**config.mk**
```make
export PLATFORM = sky130hd
export DESIGN_NAME = dcs_command_queue_packer_flat
export DESIGN_NICKNAME = d
export VERILOG_FILES = /design/src/rtl/dcsq_pkg.sv /design/src/rtl/dcsq_if.sv /design/src/rtl/dcsq_pack_core.sv /design/src/rtl/dcs_command_queue_packer.sv /design/src/flat_wrapper.sv
export SDC_FILE = /design/constraint.sdc
export NUM_CORES = 1
export LEC_CHECK = 0
export ABC_AREA = 0
export BUFFER_PORTS_ARGS = -buffer_cell sky130_fd_sc_hd__buf_2
export CAP_MARGIN = 30
export CELL_PAD_IN_SITES_DETAIL_PLACEMENT = 1
export CELL_PAD_IN_SITES_GLOBAL_PLACEMENT = 2
export CORE_ASPECT_RATIO = 2
export CORE_MARGIN = 5
export CORE_UTILIZATION = 38
export CTS_CLUSTER_SIZE = 16
export DETAILED_ROUTE_END_ITERATION = 8
export GPL_TIMING_DRIVEN = 0
export HOLD_SLACK_MARGIN = 0.08
export PLACE_DENSITY = 0.79
export SLEW_MARGIN = 40
export SYNTH_ARGS = -nofsm -noshare
export SYNTH_HDL_FRONTEND = slang
export SYNTH_HIERARCHICAL = 1
export SYNTH_SLANG_ARGS = --single-unit
```
**constraint.sdc**
```tcl
create_clock -name clk -period 5.93 [get_ports clk]
set_input_delay 0.593 -clock clk [delete_from_list [all_inputs] [get_ports clk]]
set_output_delay 0.593 -clock clk [all_outputs]
set_load 0.1 [all_outputs]
```
**src/rtl/dcsq_pkg.sv**
```systemverilog
// Package for the DCS command queue packer: item and result types and
// packet type codes. No dependencies.
package dcsq_pkg;

  // DSI data types and header tag used in command queue words
  localparam logic [7:0] DcsShortNoParam  = 8'h05;
  localparam logic [7:0] DcsShortOneParam = 8'h15;
  localparam logic [7:0] DcsLongWrite     = 8'h39;
  localparam logic [7:0] DcsLongHeaderTag = 8'h02;

  localparam int ByteW  = 8;
  localparam int WordW  = 32;
  localparam int SlotW  = 7;
  localparam int LaneW  = 2;

  // One input byte with its command flag
  typedef struct packed {
    logic [ByteW-1:0] data_byte;
    logic             is_command;
    logic [ByteW-1:0] param_count;
  } dcsq_item_t;

  // One command queue word with its slot and completion info
  typedef struct packed {
    logic [WordW-1:0] queue_word;
    logic [SlotW-1:0] queue_slot;
    logic             last_word;
    logic [SlotW-1:0] word_total;
  } dcsq_result_t;

endpackage

```
**src/rtl/dcsq_if.sv**
```systemverilog
// Valid/ready channel interfaces for the byte input and the word output.
// Depends on dcsq_pkg for field widths.
interface dcsq_byte_if;
  logic                      valid;
  logic                      ready;
  logic [dcsq_pkg::ByteW-1:0] data_byte;
  logic                      is_command;
  logic [dcsq_pkg::ByteW-1:0] param_count;

  modport source (output valid, output data_byte, output is_command,
                  output param_count, input ready);
  modport sink   (input valid, input data_byte, input is_command,
                  input param_count, output ready);
endinterface

interface dcsq_word_if;
  logic                       valid;
  logic                       ready;
  logic [dcsq_pkg::WordW-1:0] queue_word;
  logic [dcsq_pkg::SlotW-1:0] queue_slot;
  logic                       last_word;
  logic [dcsq_pkg::SlotW-1:0] word_total;

  modport source (output valid, output queue_word, output queue_slot,
                  output last_word, output word_total, input ready);
  modport sink   (input valid, input queue_word, input queue_slot,
                  input last_word, input word_total, output ready);
endinterface

```
**src/rtl/dcsq_pack_core.sv**
```systemverilog
// Packing state and per-byte next-state/result logic of the packer.
// Depends on dcsq_pkg.
module dcsq_pack_core (
  input  logic                   clk,
  input  logic                   rst,
  input  logic                   step,
  input  dcsq_pkg::dcsq_item_t   item,
  output logic                   has_result,
  output dcsq_pkg::dcsq_result_t result
);
  import dcsq_pkg::*;

  logic             active, active_next;
  logic             long_mode, long_mode_next;
  logic [ByteW-1:0] held_command, held_command_next;
  logic [ByteW-1:0] bytes_left, bytes_left_next;
  logic [LaneW-1:0] lane_in_word, lane_in_word_next;
  logic [WordW-1:0] word_accum, word_accum_next;
  logic [SlotW-1:0] slot_next, slot_next_next;
  logic [SlotW-1:0] words_expected, words_expected_next;

  logic [ByteW:0]   count_plus_one;
  logic [ByteW:0]   count_plus_four;
  logic [WordW-1:0] merged_word;
  logic [ByteW-1:0] left_dec;
  logic [LaneW-1:0] lane_inc;

  assign count_plus_one  = {1'b0, item.param_count} + (ByteW+1)'(1);
  assign count_plus_four = {1'b0, item.param_count} + (ByteW+1)'(4);
  assign merged_word     = word_accum | ({{(WordW-ByteW){1'b0}}, item.data_byte}
                                         << {lane_in_word, 3'b000});
  assign left_dec        = bytes_left - ByteW'(1);
  assign lane_inc        = lane_in_word + LaneW'(1);

  // Decide the next state and the word, if any, for this byte
  always_comb begin
    active_next         = active;
    long_mode_next      = long_mode;
    held_command_next   = held_command;
    bytes_left_next     = bytes_left;
    lane_in_word_next   = lane_in_word;
    word_accum_next     = word_accum;
    slot_next_next      = slot_next;
    words_expected_next = words_expected;
    has_result          = 1'b0;
    result              = '0;

    if (item.is_command) begin
      // Abandon anything unfinished, then start the new command
      active_next         = 1'b0;
      long_mode_next      = 1'b0;
      held_command_next   = '0;
      bytes_left_next     = '0;
      lane_in_word_next   = '0;
      word_accum_next     = '0;
      slot_next_next      = '0;
      words_expected_next = '0;
      priority if (item.param_count == '0) begin
        has_result        = 1'b1;
        result.queue_word = {8'h00, item.data_byte, DcsShortNoParam, 8'h00};
        result.last_word  = 1'b1;
        result.word_total = SlotW'(1);
      end else if (item.param_count == ByteW'(1)) begin
        active_next       = 1'b1;
        held_command_next = item.data_byte;
        bytes_left_next   = ByteW'(1);
      end else begin
        active_next         = 1'b1;
        long_mode_next      = 1'b1;
        bytes_left_next     = item.param_count;
        word_accum_next     = {{(WordW-ByteW){1'b0}}, item.data_byte};
        lane_in_word_next   = LaneW'(1);
        slot_next_next      = SlotW'(1);
        words_expected_next = count_plus_four[ByteW:2] + SlotW'(1);
        has_result          = 1'b1;
        result.queue_word   = {7'b0, count_plus_one, DcsLongWrite, DcsLongHeaderTag};
      end
    end else if (active && !long_mode) begin
      // Single parameter: emit the short word and drop back to idle
      has_result          = 1'b1;
      result.queue_word   = {item.data_byte, held_command, DcsShortOneParam, 8'h00};
      result.last_word    = 1'b1;
      result.word_total   = SlotW'(1);
      active_next         = 1'b0;
      held_command_next   = '0;
      bytes_left_next     = '0;
    end else if (active) begin
      // Pack the byte into the current payload word
      word_accum_next   = merged_word;
      lane_in_word_next = lane_inc;
      bytes_left_next   = left_dec;
      if (left_dec == '0) begin
        has_result          = 1'b1;
        result.queue_word   = merged_word;
        result.queue_slot   = slot_next;
        result.last_word    = 1'b1;
        result.word_total   = words_expected;
        active_next         = 1'b0;
        long_mode_next      = 1'b0;
        lane_in_word_next   = '0;
        word_accum_next     = '0;
        slot_next_next      = '0;
        words_expected_next = '0;
      end else if (lane_inc == '0) begin
        has_result        = 1'b1;
        result.queue_word = merged_word;
        result.queue_slot = slot_next;
        word_accum_next   = '0;
        slot_next_next    = slot_next + SlotW'(1);
      end
    end
  end

  // Advance the state on each processed byte
  always_ff @(posedge clk) begin
    if (rst) begin
      active         <= 1'b0;
      long_mode      <= 1'b0;
      held_command   <= '0;
      bytes_left     <= '0;
      lane_in_word   <= '0;
      word_accum     <= '0;
      slot_next      <= '0;
      words_expected <= '0;
    end else if (step) begin
      active         <= active_next;
      long_mode      <= long_mode_next;
      held_command   <= held_command_next;
      bytes_left     <= bytes_left_next;
      lane_in_word   <= lane_in_word_next;
      word_accum     <= word_accum_next;
      slot_next      <= slot_next_next;
      words_expected <= words_expected_next;
    end
  end

endmodule

```
**src/rtl/dcs_command_queue_packer.sv**
```systemverilog
// Top level of the DCS command queue packer: input register, packing core,
// output register. Depends on dcsq_pkg, dcsq_if and dcsq_pack_core.
//
// Usage:
//   cmd_bytes carries one byte per transfer. A byte with is_command set is a
//   DCS command code and param_count gives the parameter bytes that follow;
//   other bytes are parameters. Bytes outside a command are dropped, and a
//   new command start abandons an unfinished one.
//   queue_words carries 32-bit command queue words with their slot number;
//   the final word of a command has last_word set and word_total gives the
//   number of words queued for it.
//   Throughput: one byte per cycle while queue_words is not held off; the
//   packing step between the input register and the output register is
//   combinational. A word completed by the byte in the input register is
//   loaded into the output register and offered on queue_words from there.
//   Stall: while queue_words is held off, the output register keeps its
//   word; one more byte is still taken into the input register, then
//   cmd_bytes.ready drops until the word leaves. Bytes that make no word
//   pass through regardless of the stall.
//   Reset: rst (synchronous) empties both registers and returns to idle.
module dcs_command_queue_packer (
  input logic        clk,
  input logic        rst,
  dcsq_byte_if.sink   cmd_bytes,
  dcsq_word_if.source queue_words
);
  import dcsq_pkg::*;

  logic         in_valid;
  dcsq_item_t   in_item;
  logic         out_valid;
  dcsq_result_t out_result;
  logic         core_has_result;
  dcsq_result_t core_result;
  logic         out_free;
  logic         in_go;

  assign out_free        = !out_valid || queue_words.ready;
  assign in_go           = in_valid && (!core_has_result || out_free);
  assign cmd_bytes.ready = !in_valid || in_go;

  // Hold the transferred byte
  always_ff @(posedge clk) begin
    if (rst) begin
      in_valid <= 1'b0;
    end else if (cmd_bytes.ready) begin
      in_valid <= cmd_bytes.valid;
    end
  end

  always_ff @(posedge clk) begin
    if (cmd_bytes.ready && cmd_bytes.valid) begin
      in_item.data_byte   <= cmd_bytes.data_byte;
      in_item.is_command  <= cmd_bytes.is_command;
      in_item.param_count <= cmd_bytes.param_count;
    end
  end

  dcsq_pack_core u_core (
    .clk        (clk),
    .rst        (rst),
    .step       (in_go),
    .item       (in_item),
    .has_result (core_has_result),
    .result     (core_result)
  );

  // Load a new word or drop the one that left
  always_ff @(posedge clk) begin
    if (rst) begin
      out_valid <= 1'b0;
    end else if (in_go && core_has_result) begin
      out_valid <= 1'b1;
    end else if (queue_words.ready) begin
      out_valid <= 1'b0;
    end
  end

  always_ff @(posedge clk) begin
    if (in_go && core_has_result) begin
      out_result <= core_result;
    end
  end

  assign queue_words.valid      = out_valid;
  assign queue_words.queue_word = out_result.queue_word;
  assign queue_words.queue_slot = out_result.queue_slot;
  assign queue_words.last_word  = out_result.last_word;
  assign queue_words.word_total = out_result.word_total;

`ifndef ASSERT_OFF
  // A word count appears only on the final word of a command
  a_total_only_on_last: assert property (@(posedge clk) disable iff (rst)
    out_valid && !out_result.last_word |-> out_result.word_total == '0)
    else $error("word_total set on a non-final word");

  // A final word always reports at least one queued word
  a_last_has_total: assert property (@(posedge clk) disable iff (rst)
    out_valid && out_result.last_word |-> out_result.word_total != '0)
    else $error("final word reports zero words");

  // A held byte that cannot go keeps its place
  a_in_hold: assert property (@(posedge clk) disable iff (rst)
    in_valid && !in_go |=> in_valid && $stable(in_item))
    else $error("input byte lost while stalled");

  // A waiting word is never overwritten
  a_out_no_overwrite: assert property (@(posedge clk) disable iff (rst)
    out_valid && !queue_words.ready |-> !(in_go && core_has_result))
    else $error("output word overwritten while stalled");
`endif

endmodule
```
**src/flat_wrapper.sv**
```systemverilog
// flat-port wrapper written by rule: the top's interface ports become plain ports
module dcs_command_queue_packer_flat import dcsq_pkg::*;
  (clk, rst, cmd_bytes_valid, cmd_bytes_data_byte, cmd_bytes_is_command, cmd_bytes_param_count, cmd_bytes_ready, queue_words_valid, queue_words_queue_word, queue_words_queue_slot, queue_words_last_word, queue_words_word_total, queue_words_ready);
  dcsq_byte_if cmd_bytes_i ();
  dcsq_word_if queue_words_i ();
  input logic clk;
  input logic rst;
  input wire logic [$bits(cmd_bytes_i.valid)-1:0] cmd_bytes_valid;
  input wire logic [$bits(cmd_bytes_i.data_byte)-1:0] cmd_bytes_data_byte;
  input wire logic [$bits(cmd_bytes_i.is_command)-1:0] cmd_bytes_is_command;
  input wire logic [$bits(cmd_bytes_i.param_count)-1:0] cmd_bytes_param_count;
  output wire logic [$bits(cmd_bytes_i.ready)-1:0] cmd_bytes_ready;
  output wire logic [$bits(queue_words_i.valid)-1:0] queue_words_valid;
  output wire logic [$bits(queue_words_i.queue_word)-1:0] queue_words_queue_word;
  output wire logic [$bits(queue_words_i.queue_slot)-1:0] queue_words_queue_slot;
  output wire logic [$bits(queue_words_i.last_word)-1:0] queue_words_last_word;
  output wire logic [$bits(queue_words_i.word_total)-1:0] queue_words_word_total;
  input wire logic [$bits(queue_words_i.ready)-1:0] queue_words_ready;
  assign cmd_bytes_i.valid = cmd_bytes_valid;
  assign cmd_bytes_i.data_byte = cmd_bytes_data_byte;
  assign cmd_bytes_i.is_command = cmd_bytes_is_command;
  assign cmd_bytes_i.param_count = cmd_bytes_param_count;
  assign cmd_bytes_ready = cmd_bytes_i.ready;
  assign queue_words_valid = queue_words_i.valid;
  assign queue_words_queue_word = queue_words_i.queue_word;
  assign queue_words_queue_slot = queue_words_i.queue_slot;
  assign queue_words_last_word = queue_words_i.last_word;
  assign queue_words_word_total = queue_words_i.word_total;
  assign queue_words_i.ready = queue_words_ready;
  dcs_command_queue_packer u_core (.clk(clk), .rst(rst), .cmd_bytes(cmd_bytes_i), .queue_words(queue_words_i));
endmodule
```
==> flow_summary.yaml <==
status:
  status: "completed"
global_route:
  overflow: 0
  grt_pass1_vias: 4973
  grt_pass1_wl_um: 27140
  grt_max_degree: 23
  antenna_found_initial: 0
  track_usage_pct: 19.04
critical_path:
  cp.required_ns: 6.24
  worstPathArrival_ns: 4.73
  r2r_cells: 14
  worst-r2r-setup-slack_ns: 1.51
  startpoint: "u_core/in_item[4]"
  crit_top_cell: "nand2_1"
  r2r-end: "u_core/u_core/word_accum[12]"
  crit_path_start_kind: "flip-flop"
  crit_chain: "clkbuf_1, nor4_1, and2_1, clkbuf_1, nand2_1, o21ai_0, nand2_1, a21boi_1, nor2b_1, o21a_1, a31oi_4, nand2_1, buf_2, nor2_1"
  path_max_fanout: 10
  cp_slowest_stage_delay_ns: 0.52
  path_depth: 14
  endpoint: "u_core/u_core/word_accum[12]"
  crit_family: "simple AND/OR/NAND/NOR gates"
  path_buf_inv: 3
  r2r-start: "u_core/in_item[4]"
  crit_slowest_cell: "nor2b_1"
  worst_setup_path_end_kind: "flip-flop"
  worstSetupPathType: "flip-flop to flip-flop"
detailed_routing:
  antenna_left: 0
  drc: 0
  wirelength_um: 16740
  dr.first_iter.drc_count: 195
  via_count: 4622
  wl_per_cell_um: 19.46
  viasPerCell: 5.374
  dr.pass1.iters: 4
layout:
  drive_gt1_share_pct: 21.75
  stdcell_count: 860
  antenna_cells: 0
  syn2layout_area_growth_pct: 21.41
  final_util_pct: 47.09
  n_fill_cell: 1706
  fin_nets: 680
timing:
  finalWorstPathRequiredPeriod_ns: 4.420
  hold_violations: 0
  drv_slew: 0
  setup_tns_ns: 0
  rsz0062_at_grt: "no"
  setup_viol: 0
  max_freq_mhz: 226.2
  slew_headroom_pct: 54.32
  period_share_pct: 74.54
  fin_ws_ns: 1.510
  tightest_slew_ns: 0.6852
  fin_hold_ws_ns: 0.3348
  skew_ns: 0.009367
synth:
  yosys_warnings: 6
  synth_top_family_by_area: "compound AO/OA/AOI/OAI gates"
  synthXorXnorAreaFrac_pct: 2.341
  synth-adder-area-share_pct: 2.109
  yosys.area_share.simple_pct: 16.81
  synth_edf_count: 64
  muxShareOfSynthArea_pct: 0
  synth_ff_type: "dfxtp_1"
  syn-num-nets: 590
  synth_area_per_cell_um2: 10.61
  synth-seq-area-share_pct: 55.35
  synth_area_um2: 5932
  ys_seq_elements: 132
  synthCells: 559
  synth-compound-area-share_pct: 19.49
  async_flop_share_pct: 0
  netlist-cell-type-count: 68
pwr:
  p_sw_share_pct: 25.69
  power_density_nw_per_um2: 328.9
  comb_power_share_pct: 11.6
  clkPwrFrac_pct: 46.2
  p_int_w: 0.001760
  p_leak_nw: 2.590
  netSwitchingPower_w: 0.0006086
  vdd_drop_max_mv: 0.2126
  seqPwrFrac_pct: 42.2
clocking:
  hold_buffers: 0
  ctsHtreeMaxLevel: 4
  post-cts-setup-buffers: 0
  cts_resized: 0
  clock_sinks: 132
  cts_root_buf: "clkbuf_16"
  cts_tree: "done"
  cts_buffer_depth: 2
  clk_pin_slew_ns: 0.06
  cts_buffers: 17
  clock_latency_ns: 0.43
min_path:
  hp-start: "cmd_bytes_is_command"
  hold_path_class: "input port to flip-flop"
run:
  cap_violations: 0
placed_design:
  gp_congestion: 0.8713
  hpwl_um: 12530
  dp.cells: 828
  portBuffers: 69
  dp_worst_setup_slack_ns: 1.652
die:
  num_rows: 64
  die_w_um: 98.35
  die_area_um2: 18360
  coreArea_um2: 15290
  start_util_pct: 38.78
  ios: 70
  fp.dieH_um: 186.7
## synth_stat cells (6+ instances only)
cell type	number	area, um^2
a211oi_1	8	60.06
a21oi_1	73	365.4
a221o_1	6	60.06
a22o_1	6	52.55
a22oi_1	13	97.59
a32o_1	9	90.09
and2_1	17	106.4
clkbuf_1	24	90.09
dfxtp_1	68	1361
edfxtp_1	64	1922
ha_1	10	125.1
inv_1	14	52.55
nand2_1	35	131.4
nand2b_1	6	37.54
nand3_1	12	60.06
nor2_1	51	191.4
nor2_4	10	112.6
nor2b_1	9	56.30
nor3_1	13	65.06
o21ai_0	22	110.1
xnor2_1	10	87.58
## worst min path at each step
stage / to / slack [ns] / depth (start not counted)
after floorplan: u_core/u_core/word_accum[24] / 0.43 / 2
after global placement: u_core/u_core/word_accum[24] / 0.44 / 2
after detailed placement: u_core/u_core/words_expected[1] / 0.46 / 1
after CTS: u_core/in_item[9] / 0.32 / 1
after global routing: u_core/in_item[9] / 0.33 / 1
final: u_core/in_item[8] / 0.33 / 1
## worst register-to-register path: cells and delay by family (launching register included)
family	cells	cell delay, ns
flops	1	0.35
buf+inv	3	0.78
simple gates	7	1.94
compound gates	4	1.23
## state kept, by name, indices dropped and copies added, names as in the netlist, 2 cells and up
signal and count:
u_core/in_item 17, u_core/queue_words.queue_slot 7, u_core/queue_words.queue_word 32, u_core/queue_words.word_total 7, u_core/u_core/bytes_left 8, u_core/u_core/held_command 8, u_core/u_core/lane_in_word 2, u_core/u_core/slot_next 7
u_core/u_core/word_accum 32, u_core/u_core/words_expected 7
## layer usage
layer	routed length (um)	track usage [%]	up-vias
met5	0	0	-
met3	459	3.363	32
met1	6141	19.35	2296
li1	-	-	2219
met2	9671	36.67	75
met4	463	8.522	0
## logic make-up after synthesis
logic type,Yosys count
AND/OR/NAND/NOR,180
AO/OA/AOI/OAI,173
flip-flops,132
buffers and inverters,49
XOR/XNOR,15
adder cells (fa/ha/maj),10
## through the flow
stage / cell area, um^2 / power [W]
6_report: 7202 / 0.002369
5_1_grt: 7202 / 0.002456
4_1_cts: 7194 / 0.002396
3_5_place_dp: 6585 / 0.001294
3_3_place_gp: 6525 / 0.001284
2_1_floorplan: 5932 / 0.001224
## cells in the final DEF, fill, tap and decap left out, types with 8 or more instances in the layout
master | synthesis | final
o21ai_0 | 22 | 22
nor2_4 | 10 | 11
a22oi_1 | 13 | 13
nand3_1 | 12 | 12
nand2_1 | 35 | 35
edfxtp_1 | 64 | 64
and2_1 | 17 | 16
a211oi_1 | 8 | 8
nor2_1 | 51 | 50
buf_2 | 4 | 73
a21oi_1 | 73 | 73
xnor2_1 | 10 | 10
nor3_1 | 13 | 11
clkbuf_1 | 24 | 27
inv_1 | 14 | 14
nor2b_1 | 9 | 9
a32o_1 | 9 | 9
ha_1 | 10 | 10
clkbuf_16 | 0 | 17
dfxtp_1 | 68 | 68
## power by group through the flow
stage	clock network, W	registers (W)	logic (W)
6_report	0.00109	0.00100	0.000274
5_1_grt	0.00116	0.00100	0.000293
4_1_cts	0.00112	0.00100	0.000276
3_5_place_dp	0	0.00102	0.000275
3_3_place_gp	0	0.00102	0.000265
2_1_floorplan	0	0.00110	0.000122
## cell type report
type                       instances  area, um^2  share of cell area, %
sequential                       132        3283                  45.59
multi-input combinational        378        2442                  33.91
clock buffer                      21       450.4                  6.254
timing repair buffer              71       387.9                  5.386
tap                              198       247.7                  3.440
buffer                            35       178.9                  2.484
clock inverter                    11       158.9                  2.206
inverter                          14       52.55                 0.7297
(Power assumes the default switching activity.)
